$ cat src/rtl/bir_pkg.sv
// Shared types and constants for the biquad integer resampler.
// Used by bir_biquad_dp and biquad_integer_resampler; depends on nothing.
package bir_pkg;

  localparam int SAMPLE_W = 16;
  localparam int COEF_W   = 18;
  localparam int FACTOR_W = 5;
  localparam int CFG_IDX_W = 3;

  localparam int DEF_MAX_FACTOR     = 16;
  localparam int DEF_COEF_FRAC_BITS = 16;

  localparam logic                     RST_MODE   = 1'b0;
  localparam logic [FACTOR_W-1:0]      RST_FACTOR = 5'd2;
  localparam logic signed [COEF_W-1:0] RST_B0     = 18'sd28424;
  localparam logic signed [COEF_W-1:0] RST_A1     = 18'sd33809;
  localparam logic signed [COEF_W-1:0] RST_A2     = 18'sd14354;

  typedef enum logic [CFG_IDX_W-1:0] {
    CFG_MODE   = 3'd0,
    CFG_FACTOR = 3'd1,
    CFG_B0     = 3'd2,
    CFG_A1     = 3'd3,
    CFG_A2     = 3'd4
  } cfg_idx_e;

  typedef enum logic {
    MODE_UPSAMPLE = 1'b0,
    MODE_DECIMATE = 1'b1
  } mode_e;

  typedef struct packed {
    logic signed [SAMPLE_W-1:0] sample_in;
    logic                       stream_last;
  } in_item_t;

  typedef struct packed {
    logic signed [SAMPLE_W-1:0] sample_out;
    logic                       run_last;
    logic                       stream_end;
  } out_item_t;

  typedef struct packed {
    logic signed [COEF_W-1:0] b0;
    logic signed [COEF_W-1:0] a1;
    logic signed [COEF_W-1:0] a2;
  } coef_t;

endpackage

$ cat src/rtl/bir_biquad_dp.sv
// One biquad step: y = b0*(x0 + 2*x1 + x2) - a1*y1 - a2*y2, rounded and saturated.
// Purely combinational; depends on bir_pkg.
module bir_biquad_dp import bir_pkg::*; #(
  parameter int COEF_FRAC_BITS = DEF_COEF_FRAC_BITS
) (
  input  coef_t                      coef_i,
  input  logic signed [SAMPLE_W-1:0] x0_i,
  input  logic signed [SAMPLE_W-1:0] x1_i,
  input  logic signed [SAMPLE_W-1:0] x2_i,
  input  logic signed [SAMPLE_W-1:0] y1_i,
  input  logic signed [SAMPLE_W-1:0] y2_i,
  output logic signed [SAMPLE_W-1:0] y_o
);

  localparam int SUM_W  = SAMPLE_W + 3;
  localparam int FFP_W  = COEF_W + SUM_W;
  localparam int FBP_W  = COEF_W + SAMPLE_W;
  localparam int ACC_W  = FFP_W + 3;

  localparam logic signed [ACC_W-1:0] RND    = ACC_W'(1) << (COEF_FRAC_BITS - 1);
  localparam logic signed [ACC_W-1:0] SAT_HI = ACC_W'(32767);
  localparam logic signed [ACC_W-1:0] SAT_LO = -ACC_W'(32768);

  logic signed [SUM_W-1:0] ff_sum;
  logic signed [FFP_W-1:0] ff_prod;
  logic signed [FBP_W-1:0] fb1_prod;
  logic signed [FBP_W-1:0] fb2_prod;
  logic signed [ACC_W-1:0] acc;
  logic signed [ACC_W-1:0] scaled;

  // b0, 2*b0 and b0 share one multiply over the summed taps
  assign ff_sum   = SUM_W'(x0_i) + SUM_W'(x1_i) + SUM_W'(x1_i) + SUM_W'(x2_i);
  assign ff_prod  = FFP_W'(coef_i.b0) * FFP_W'(ff_sum);
  assign fb1_prod = FBP_W'(coef_i.a1) * FBP_W'(y1_i);
  assign fb2_prod = FBP_W'(coef_i.a2) * FBP_W'(y2_i);

  assign acc    = ACC_W'(ff_prod) - ACC_W'(fb1_prod) - ACC_W'(fb2_prod) + RND;
  assign scaled = acc >>> COEF_FRAC_BITS;

  always_comb begin
    if (scaled > SAT_HI) begin
      y_o = 16'sh7FFF;
    end else if (scaled < SAT_LO) begin
      y_o = -16'sh8000;
    end else begin
      y_o = scaled[SAMPLE_W-1:0];
    end
  end

endmodule

$ cat src/rtl/biquad_integer_resampler.sv
// Top level of the integer-factor resampler with a Butterworth biquad low-pass.
// Depends on bir_pkg and bir_biquad_dp.
//
//   channel | direction | handshake             | beat
//   --------+-----------+-----------------------+------------------------------
//   in      | sink      | in_valid_i/in_stall_o | in_item_t  (sample, last flag)
//   out     | source    | out_valid_o/out_stall_i | out_item_t (sample, flags)
//   cfg     | sink      | cfg_valid_i/cfg_ready_o | register index + data
//
// Upsample mode: an input beat takes as many filter steps as the factor, one step and
// one output beat per cycle unless stalled; the output delay feedback sets this rate.
// Decimate mode: one filter step per input beat, an output beat every factor inputs.
// The next input beat is taken in the cycle its predecessor finishes its last step.
// Reset clears the filter delays, the phase and all valid flags; the config
// registers return to a Butterworth low-pass at half rate, factor 2, upsample.
// A stall while a result is held keeps the result register and freezes the filter steps.
module biquad_integer_resampler import bir_pkg::*; #(
  parameter int MAX_FACTOR     = DEF_MAX_FACTOR,
  parameter int COEF_FRAC_BITS = DEF_COEF_FRAC_BITS
) (
  input  logic                 clk_i,
  input  logic                 rst_ni,
  input  logic                 in_valid_i,
  output logic                 in_stall_o,
  input  in_item_t             in_data_i,
  output logic                 out_valid_o,
  input  logic                 out_stall_i,
  output out_item_t            out_data_o,
  input  logic                 cfg_valid_i,
  output logic                 cfg_ready_o,
  input  logic [CFG_IDX_W-1:0] cfg_index_i,
  input  logic [COEF_W-1:0]    cfg_data_i
);

  localparam int STEP_W = $clog2(MAX_FACTOR);
  localparam int FW     = $clog2(MAX_FACTOR + 1);
  localparam int CW     = (FW > FACTOR_W) ? FW : FACTOR_W;
  localparam logic [CW-1:0] MAX_F = CW'(MAX_FACTOR);

  // Configuration registers
  mode_e               mode_q;
  logic [FACTOR_W-1:0] factor_q;
  coef_t               coef_q;

  // Item register and step counter
  in_item_t            item_q;
  logic                item_vld_q;
  logic [STEP_W-1:0]   step_q;

  // Filter state
  logic signed [SAMPLE_W-1:0] x1_q, x2_q, y1_q, y2_q;
  logic [STEP_W-1:0]          phase_q;

  // Result register
  out_item_t out_q;
  logic      out_vld_q;

  logic [CW-1:0]              factor_eff;
  logic [CW-1:0]              step_next;
  logic [CW-1:0]              phase_next;
  logic                       step_fin;
  logic                       out_free;
  logic                       step_en;
  logic                       emit;
  logic                       in_take;
  logic signed [SAMPLE_W-1:0] x0;
  logic signed [SAMPLE_W-1:0] y;

  assign cfg_ready_o = 1'b1;

  always_ff @(posedge clk_i or negedge rst_ni) begin
    if (!rst_ni) begin
      mode_q    <= MODE_UPSAMPLE;
      factor_q  <= RST_FACTOR;
      coef_q.b0 <= RST_B0;
      coef_q.a1 <= RST_A1;
      coef_q.a2 <= RST_A2;
    end else if (cfg_valid_i && cfg_ready_o) begin
      case (cfg_idx_e'(cfg_index_i))
        CFG_MODE:   mode_q    <= mode_e'(cfg_data_i[0]);
        CFG_FACTOR: factor_q  <= cfg_data_i[FACTOR_W-1:0];
        CFG_B0:     coef_q.b0 <= $signed(cfg_data_i);
        CFG_A1:     coef_q.a1 <= $signed(cfg_data_i);
        CFG_A2:     coef_q.a2 <= $signed(cfg_data_i);
        default: ;
      endcase
    end
  end

  // Clamp the factor: zero acts as one, above the maximum acts as the maximum
  always_comb begin
    if (factor_q == '0) begin
      factor_eff = CW'(1);
    end else if (CW'(factor_q) > MAX_F) begin
      factor_eff = MAX_F;
    end else begin
      factor_eff = CW'(factor_q);
    end
  end

  assign step_next  = CW'(step_q) + CW'(1);
  assign phase_next = (CW'(phase_q) + CW'(1) >= factor_eff) ? '0 : CW'(phase_q) + CW'(1);

  // Decimate mode is always a single step per item
  assign step_fin = (mode_q == MODE_DECIMATE) || (step_next == factor_eff);
  assign emit     = (mode_q == MODE_UPSAMPLE) || (phase_q == '0);
  assign out_free = !out_vld_q || !out_stall_i;
  assign step_en  = item_vld_q && out_free;

  // Zero-stuff every step after the first in upsample mode
  assign x0 = ((mode_q == MODE_UPSAMPLE) && (step_q != '0)) ? '0 : item_q.sample_in;

  bir_biquad_dp #(
    .COEF_FRAC_BITS(COEF_FRAC_BITS)
  ) u_dp (
    .coef_i (coef_q),
    .x0_i   (x0),
    .x1_i   (x1_q),
    .x2_i   (x2_q),
    .y1_i   (y1_q),
    .y2_i   (y2_q),
    .y_o    (y)
  );

  // Accept a new beat when empty or when the held item finishes this cycle
  assign in_stall_o = item_vld_q && !(step_en && step_fin);
  assign in_take    = in_valid_i && !in_stall_o;

  always_ff @(posedge clk_i or negedge rst_ni) begin
    if (!rst_ni) begin
      item_vld_q <= 1'b0;
      step_q     <= '0;
    end else if (in_take) begin
      item_vld_q <= 1'b1;
      step_q     <= '0;
    end else if (step_en) begin
      if (step_fin) begin
        item_vld_q <= 1'b0;
        step_q     <= '0;
      end else begin
        step_q <= step_next[STEP_W-1:0];
      end
    end
  end

  always_ff @(posedge clk_i) begin
    if (in_take) begin
      item_q <= in_data_i;
    end
  end

  // Advance the delay line; drop all history after a last-flagged item
  always_ff @(posedge clk_i or negedge rst_ni) begin
    if (!rst_ni) begin
      x1_q    <= '0;
      x2_q    <= '0;
      y1_q    <= '0;
      y2_q    <= '0;
      phase_q <= '0;
    end else if (step_en) begin
      if (step_fin && item_q.stream_last) begin
        x1_q    <= '0;
        x2_q    <= '0;
        y1_q    <= '0;
        y2_q    <= '0;
        phase_q <= '0;
      end else begin
        x1_q <= x0;
        x2_q <= x1_q;
        y1_q <= y;
        y2_q <= y1_q;
        if (mode_q == MODE_DECIMATE) begin
          phase_q <= phase_next[STEP_W-1:0];
        end
      end
    end
  end

  always_ff @(posedge clk_i or negedge rst_ni) begin
    if (!rst_ni) begin
      out_vld_q <= 1'b0;
    end else if (step_en && emit) begin
      out_vld_q <= 1'b1;
    end else if (!out_stall_i) begin
      out_vld_q <= 1'b0;
    end
  end

  always_ff @(posedge clk_i) begin
    if (step_en && emit) begin
      out_q.sample_out <= y;
      out_q.run_last   <= step_fin;
      out_q.stream_end <= step_fin && item_q.stream_last;
    end
  end

  assign out_valid_o = out_vld_q;
  assign out_data_o  = out_q;

`ifndef SYNTH
  // A beat is taken over a busy item only as that item finishes
  a_take_on_finish: assert property (@(posedge clk_i) disable iff (!rst_ni)
    (in_take && item_vld_q) |-> (step_en && step_fin))
    else $error("input beat taken while item still has steps left");

  // History is gone right after the final step of a last-flagged item
  a_clear_after_last: assert property (@(posedge clk_i) disable iff (!rst_ni)
    (step_en && step_fin && item_q.stream_last) |=>
      (x1_q == '0 && x2_q == '0 && y1_q == '0 && y2_q == '0 && phase_q == '0))
    else $error("filter state not cleared after stream end");

  // End of stream only ever marks the last result of an item
  a_end_is_run_last: assert property (@(posedge clk_i) disable iff (!rst_ni)
    out_vld_q |-> (!out_q.stream_end || out_q.run_last))
    else $error("stream_end without run_last");

  // A new result is never loaded over one that is still stalled
  a_no_overwrite: assert property (@(posedge clk_i) disable iff (!rst_ni)
    (out_vld_q && out_stall_i) |=> ($stable(out_q) && out_vld_q))
    else $error("stalled result overwritten");
`endif

endmodule

$ cat config.mk
export PLATFORM = sky130hd
export DESIGN_NAME = biquad_integer_resampler
export DESIGN_NICKNAME = d
export VERILOG_FILES = /design/src/rtl/bir_pkg.sv /design/src/rtl/bir_biquad_dp.sv /design/src/rtl/biquad_integer_resampler.sv
export SDC_FILE = /design/constraint.sdc
export NUM_CORES = 2
export LEC_CHECK = 0
export ABC_AREA = 1
export ABC_CLOCK_PERIOD_IN_PS = 12100
export BUFFER_PORTS_ARGS = -buffer_cell sky130_fd_sc_hd__clkbuf_2
export CORE_ASPECT_RATIO = 1.4
export CORE_UTILIZATION = 67
export CTS_BUF_LIST = sky130_fd_sc_hd__clkbuf_4 sky130_fd_sc_hd__clkbuf_8 sky130_fd_sc_hd__clkbuf_16
export DETAILED_ROUTE_END_ITERATION = 8
export HOLD_SLACK_MARGIN = 0.12
export PLACE_DENSITY = 0.84
export SLEW_MARGIN = 20
export SYNTH_ARGS = -nofsm -noshare
export SYNTH_HDL_FRONTEND = slang
export SYNTH_HIERARCHICAL = 1
export SYNTH_SLANG_ARGS = --single-unit
$ cat constraint.sdc
create_clock -name clk_i -period 12.1 [get_ports clk_i]
set_input_delay 0 -clock clk_i [delete_from_list [all_inputs] [get_ports clk_i]]
set_output_delay 0 -clock clk_i [all_outputs]
set_load 0.01 [all_outputs]
---- Yosys cells after proc, flatten, opt, wreduce, memory -nomap -nowiden ----
Cells that the tools add are included.
storage, ports and cells
  flip-flop bits (word level) ............. 169
  latch bits .............................. 0
  RAM bits ................................ 0
  ROM bits ................................ 0
  input port bits ......................... 43
  memories kept ........................... 0
cells by class
  $add $sub $neg .......................... 8
  $mul .................................... 3
  div/mod/pow operators ................... 0
  order comparisons ....................... 4
  equal/unequal tests ..................... 6
  shift operators ......................... 0
  mux-type cells .......................... 20
  bitwise gates (word level) .............. 1
  reductions and logical operators ........ 28
operator list
  operator                                                       number
  two-way mux 16 bit                                             7
  multiplier 18 x 16 -> 34 bit                                   2
  adder 40 x 17 -> 40 bit (second input constant)                1
  subtractor 38 x 34 -> 39 bit                                   1
  subtractor 37 x 34 -> 38 bit                                   1
  multiplier 18 x 19 -> 37 bit                                   1
  > comparator 24 x 16 -> 1 bit (second input constant)          1
  less-than comparator 24 x 16 -> 1 bit (second input constant)  1
  two-way mux 4 bit                                              6
  adder 19 x 16 -> 19 bit                                        1
  adder 17 x 16 -> 18 bit                                        1
  adder 16 x 16 -> 17 bit                                        1
  AND reduction 2 bit                                            7
  adder 4 x 1 -> 5 bit (second input constant)                   2
  two-way mux 5 bit                                              2
  logical AND 1 bit                                              7
  equality test 3 x 2 -> 1 bit (second input constant)           2
  nonzero test 2 bit                                             3
  equality test 5 bit                                            1
  greater-or-equal comparator 5 bit                              1
  > comparator 5 bit (second input constant)                     1
  zero test 5 bit                                                1
  two-way mux 1 bit                                              5
  zero test 1 bit                                                4
  8 further kinds                                                10

---- Longest topological paths before layout ----
  depth in word-level cells ............... 14
  gate-level depth with buffers ........... 64
  depth with buffers taken out ............ 62

---- Modules after synthesis ----
The synthesis kept the hierarchy.
modules (own cells, without submodules)
  module                    instances  cells each  area an instance (µm²)
  bir_biquad_dp             1          4,699       38,739.7
  biquad_integer_resampler  1          667         6,822.8

---- Least setup slack after synthesis ----
OpenSTA, ideal clock, no wires.
  path kind ............................... reg2reg
  from .................................... register step_q[0]
  to ...................................... register y1_q[11]
  setup time .............................. 0.077 ns
  arrival ................................. 10.213 ns
  required time ........................... 12.023 ns
  setup slack ............................. 1.809 ns
  stages on the path, launching flop included .. 55
  period minus slack after synthesis ...... 10.291 ns
  cells stage by stage .................... dfrtp_1 -> inv_1 -> ha_1 -> a21oi_1 -> inv_1 -> clkbuf_1 -> nand2_1 -> inv_1 -> inv_1 -> fa_1 -> inv_1 -> ha_1 -> nand2_1 -> nor4_1 -> nand2_1 -> nand2_1 -> nand2_1 -> nand2_1 -> (+19 left out) -> ha_1 -> nand2_2 -> nor2_1 -> nand2_1 -> nor3_2 -> nand4_1 -> nand3_1 -> nand2_1 -> nand2_1 -> nand2_1 -> nor2_2 -> nand3_2 -> nand2_4 -> buf_6 -> nand2_1 -> nand2_1 -> nand3_2 -> o21ai_1
on the way
  longest elaborated chain between the ends .. 14
  elaborated cells on any way between the ends .. 19
  classes of those cells .................. add/sub (7); mul (1); order compare (2); eq/ne (1); mux (4); reduce/logical (4)
RTL lines
  element                                line                             text
  start, declared                        biquad_integer_resampler.sv:48   logic [STEP_W-1:0] step_q;
  start signal, assigned                 biquad_integer_resampler.sv:141  step_q <= step_next[STEP_W-1:0];
  nonzero test 4 bit (*)                 biquad_integer_resampler.sv:111  assign x0 = ((mode_q == MODE_UPSAMPLE) && (step_q != '0)) ? '0 : item_q.sample_in;
  logical AND 1 bit (*)                  biquad_integer_resampler.sv:111
  two-way mux 16 bit (*)                 biquad_integer_resampler.sv:111
  via x0[14]                             biquad_integer_resampler.sv:66   logic signed [SAMPLE_W-1:0] x0;
  adder 16 x 16 -> 17 bit (*)            bir_biquad_dp.sv:32              assign ff_sum = SUM_W'(x0_i) + SUM_W'(x1_i) + SUM_W'(x1_i) + SUM_W'(x2_i);
  adder 17 x 16 -> 18 bit (*)            bir_biquad_dp.sv:32
  adder 19 x 16 -> 19 bit (*)            bir_biquad_dp.sv:32
  multiplier 18 x 19 -> 37 bit (*)       bir_biquad_dp.sv:33              assign ff_prod = FFP_W'(coef_i.b0) * FFP_W'(ff_sum);
  subtractor 37 x 34 -> 38 bit (*)       bir_biquad_dp.sv:37              assign acc = ACC_W'(ff_prod) - ACC_W'(fb1_prod) - ACC_W'(fb2_prod) + RND;
  subtractor 38 x 34 -> 39 bit (*)       bir_biquad_dp.sv:37
  adder 40 x 17 -> 40 bit (*)            bir_biquad_dp.sv:37
  less-than comparator 24 x 16 -> 1 bit  bir_biquad_dp.sv:43              end else if (scaled < SAT_LO) begin
  two-way mux 16 bit                     bir_biquad_dp.sv:43
  two-way mux 16 bit (*)                 bir_biquad_dp.sv:41              if (scaled > SAT_HI) begin
  via y[11]                              biquad_integer_resampler.sv:67   logic signed [SAMPLE_W-1:0] y;
  two-way mux 16 bit (*)                 biquad_integer_resampler.sv:161  if (step_fin && item_q.stream_last) begin
  end signal, assigned                   biquad_integer_resampler.sv:170  y1_q <= y;
  end, declared                          biquad_integer_resampler.sv:51   logic signed [SAMPLE_W-1:0] x1_q, x2_q, y1_q, y2_q;
The timed path passes the listed nets; every way through them passes the cells marked *.
A chain may end at the register's enable or synchronous reset.

---- Worst setup path in the final report ----
  from .................................... register step_q[0]
  to ...................................... register y1_q[2]
Same word-level chain as after synthesis.

==> results.cfg <==
[sta]
finalHoldViolations = 0
fin_skew_ns = 0.01447
final.min_clock_period_ns = 11.51
fmaxAchievable_mhz = 86.90
post_route_fraction_of_the_period_consumed_by_the_critical_path_pct = 95.10
final-setup-viol-count = 0
slew_headroom_pct = 21.58
report.final.slew_viol_count = 0
timing_worst_slew_pin_value_ns = 1.172

[grt]
grt_util_all_layers_pct = 38.75
wire_length_of_the_first_global_routing_pass_um = 200900
first_global_vias = 38643
grt_start_max_net_pins = 81
global_route.overflow_total = 0
antenna_found_initial = 2

[route]
detail_route.drc_violations = 0
drt-vias-per-instance = 5.574
initialDrtViolationCount = 2948
first_pass_drt_iterations = 8
detail-route-antenna-nets = 0
routed_wl_um = 127500
via_count = 34623
wirelength_per_cell_um = 20.52

[placement]
portBuffers = 62
finalWeightedCongestion = 1.045
dp_hpwl_um = 109500

[floorplan]
rows = 112
io-pin-count = 64
die_w_um = 222.4
dieArea_um2 = 69070
floorplan.initialDensity_pct = 68.02
die_height_um = 310.6
core_um2 = 66980

[cells_and_area]
layout_filler_cell_count = 4800
layout.nets = 6760
multiInputGateArea_um2 = 33760
post_layout_utilization_of_the_core_pct = 71.02
p_r_area_growth_vs_syn_pct = 4.413
final_layout_size_suffix_gt1_share_pct = 4.838
seqCellArea_um2 = 4425

[worst_setup_path]
slowest_stage = sky130_fd_sc_hd__fa_1
arrival_ns = 11.82
kind_of_critical_path = reg2reg
critical_path.startpoint_type = flop
critical-path-top-cell-by-count = sky130_fd_sc_hd__inv_1
max_stage_delay_ns = 0.56
endpoint_kind = flop
required_ns = 12.41
critPathMaxFanout = 15

[clock_network]
cts-root-to-sink-buffers = 2
clkSinkCount = 169
cts_htree_levels = 4
ctsRootBufferMaster = sky130_fd_sc_hd__clkbuf_16
clk-insertion-delay-late_ns = 0.48
cts_made_buffers = 17
cts_tree = done
clkSlewWorstSetupHoldPaths_ns = 0.07

[synth]
ys_ff_latch = 169
yosysTopAreaCell = sky130_fd_sc_hd__fa_1
ys_seq_area_share_pct = 9.713
synthesis.area_per_instance_um2 = 8.491
post_synth_inst_count = 5366
dominantRegCellSynth = sky130_fd_sc_hd__dfrtp_1
synth.distinct_cells = 47
ys_warn_count = 6
synth-edff-count = 35
most_numerous_cell_in_the_yosys_netlist = sky130_fd_sc_hd__inv_1
asyncSetResetFlopFracSynth_pct = 79.29
netlist_area_um2 = 45560
synth.top_cells.by_count = sky130_fd_sc_hd__inv_1 (1725), sky130_fd_sc_hd__nand2_1 (1174), sky130_fd_sc_hd__fa_1 (1118)
fraction_of_synthesized_cell_area_taken_by_the_top_area_cell_type_pct = 49.12
synth_top_cells_by_area = sky130_fd_sc_hd__fa_1 (49%), sky130_fd_sc_hd__inv_1 (14%), sky130_fd_sc_hd__nand2_1 (9.7%)
synth.net_count = 6786

[worst_hold_path]
worst_hold_path_type = in2async

[status]
outcome = completed

[flow_run]
number_of_violations_of_the_max_capacitance_limit = 0
layout by cell type, fill, tap and decap left out, types with 4 or more instances in the layout:
master                             n
sky130_fd_sc_hd__inv_1          1724
sky130_fd_sc_hd__nand2_1        1174
sky130_fd_sc_hd__fa_1           1116
sky130_fd_sc_hd__ha_1            259
sky130_fd_sc_hd__nor2_1          254
sky130_fd_sc_hd__dfrtp_1         117
sky130_fd_sc_hd__o21ai_0         105
sky130_fd_sc_hd__nand3_1          70
sky130_fd_sc_hd__a21oi_1          64
sky130_fd_sc_hd__clkbuf_2         61
sky130_fd_sc_hd__buf_4            54
sky130_fd_sc_hd__dlygate4sd3_1    45
sky130_fd_sc_hd__edfxtp_1         35
sky130_fd_sc_hd__xor2_1           32
sky130_fd_sc_hd__o21ai_1          22
sky130_fd_sc_hd__nand3_2          20
sky130_fd_sc_hd__nand2_2          18
sky130_fd_sc_hd__clkbuf_16        17
sky130_fd_sc_hd__dfstp_2          17
sky130_fd_sc_hd__or2_2            17
sky130_fd_sc_hd__xnor2_1          16
sky130_fd_sc_hd__nand4_1          14
sky130_fd_sc_hd__nor2_2           14
sky130_fd_sc_hd__a21o_1            9
sky130_fd_sc_hd__o21bai_1          9
sky130_fd_sc_hd__clkinv_1          8
sky130_fd_sc_hd__nor3_1            8
sky130_fd_sc_hd__inv_2             7
sky130_fd_sc_hd__nand2_4           4
sky130_fd_sc_hd__nand3b_1          4
sky130_fd_sc_hd__inv_6             4
stage by stage:
stage                     instance area [um^2]  setup slack (ns)  hold slack, ns  std cells  setup TNS [ns]
after detailed placement                 46470            0.5871          0.1054       6129               0
after global routing                     47570         -0.006099          0.1838       6208       -0.007858
after global placement                   46470            0.8401          0.1001       6129               0
final                                    47570            0.5926          0.1092       6211               0
after floorplan                          45560             1.809         -0.2956       5366               0
after CTS                                47520            0.5511          0.1600       6206               0
flip-flops by register name (all words and copies together), names as in the netlist, 4 cells and up:
signal,cells
step_q,4
y1_q,16
phase_q,4
factor_q,5
out_data_o,18
x1_q,16
y2_q,16
item_q,17
x2_q,16
coef_q,54
logic make-up after synthesis:
| logic type | after synthesis | synth area share (%) |
|---|---|---|
| AND/OR/NAND/NOR | 1603 | 14.18 |
| AO/OA/AOI/OAI | 220 | 2.587 |
| XOR/XNOR | 50 | 1.008 |
| other | 1 | 0.008230 |
| flip-flops | 169 | 9.713 |
| buffers and inverters | 1946 | 16.27 |
| adder cells (fa/ha/maj) | 1377 | 56.24 |
final cells by class:
class / instances / share of cell area (%)
multi-input combinational: 3251 / 70.97
inverter: 1740 / 13.74
sequential: 169 / 9.303
timing repair buffer: 161 / 2.464
tap: 855 / 2.249
clock buffer: 19 / 0.9258
clock inverter: 13 / 0.3314
antenna: 3 / 0.01578
metal layers:
layer  part of all wire, %  global-route usage (%)
met5                0.0071                       0
met2                    50                   66.14
met4                   6.9                   23.57
met1                    35                   45.53
met3                   8.2                   7.196
critical path, delay by kind of cell, from the launching register on:
kind,cells,cell delay (ns)
compound gates,4,0.54
fa+ha+maj,14,6.27
buf+inv,14,1.31
flops,1,0.45
simple gates,22,2.77
what timing repair did:
item | 4_1_cts | 5_1_grt
gates resized for setup | 0 | 9
hold buffers | 45 | 0
buffers inserted | 0 | 2
hold endpoints to repair | 162 | 0
setup endpoints to repair | 0 | 30
worst paths after layout:
check,end,slack [ns],startpoint,depth (start not counted)
max,y1_q[2],0.59,step_q[0],54
min,phase_q[2],0.11,rst_ni,2
max reg2reg,y1_q[2],0.59,step_q[0],54
min reg2reg,x2_q[2],0.49,x2_q[2],2
max in group asynchronous,coef_q[52],10.69,rst_ni,3
min in group clk_i,item_q[11],0.24,in_data_i[11],2
Power is not shown: default switching activity piles up to over one toggle a cycle in this logic, so the estimate is an artifact.
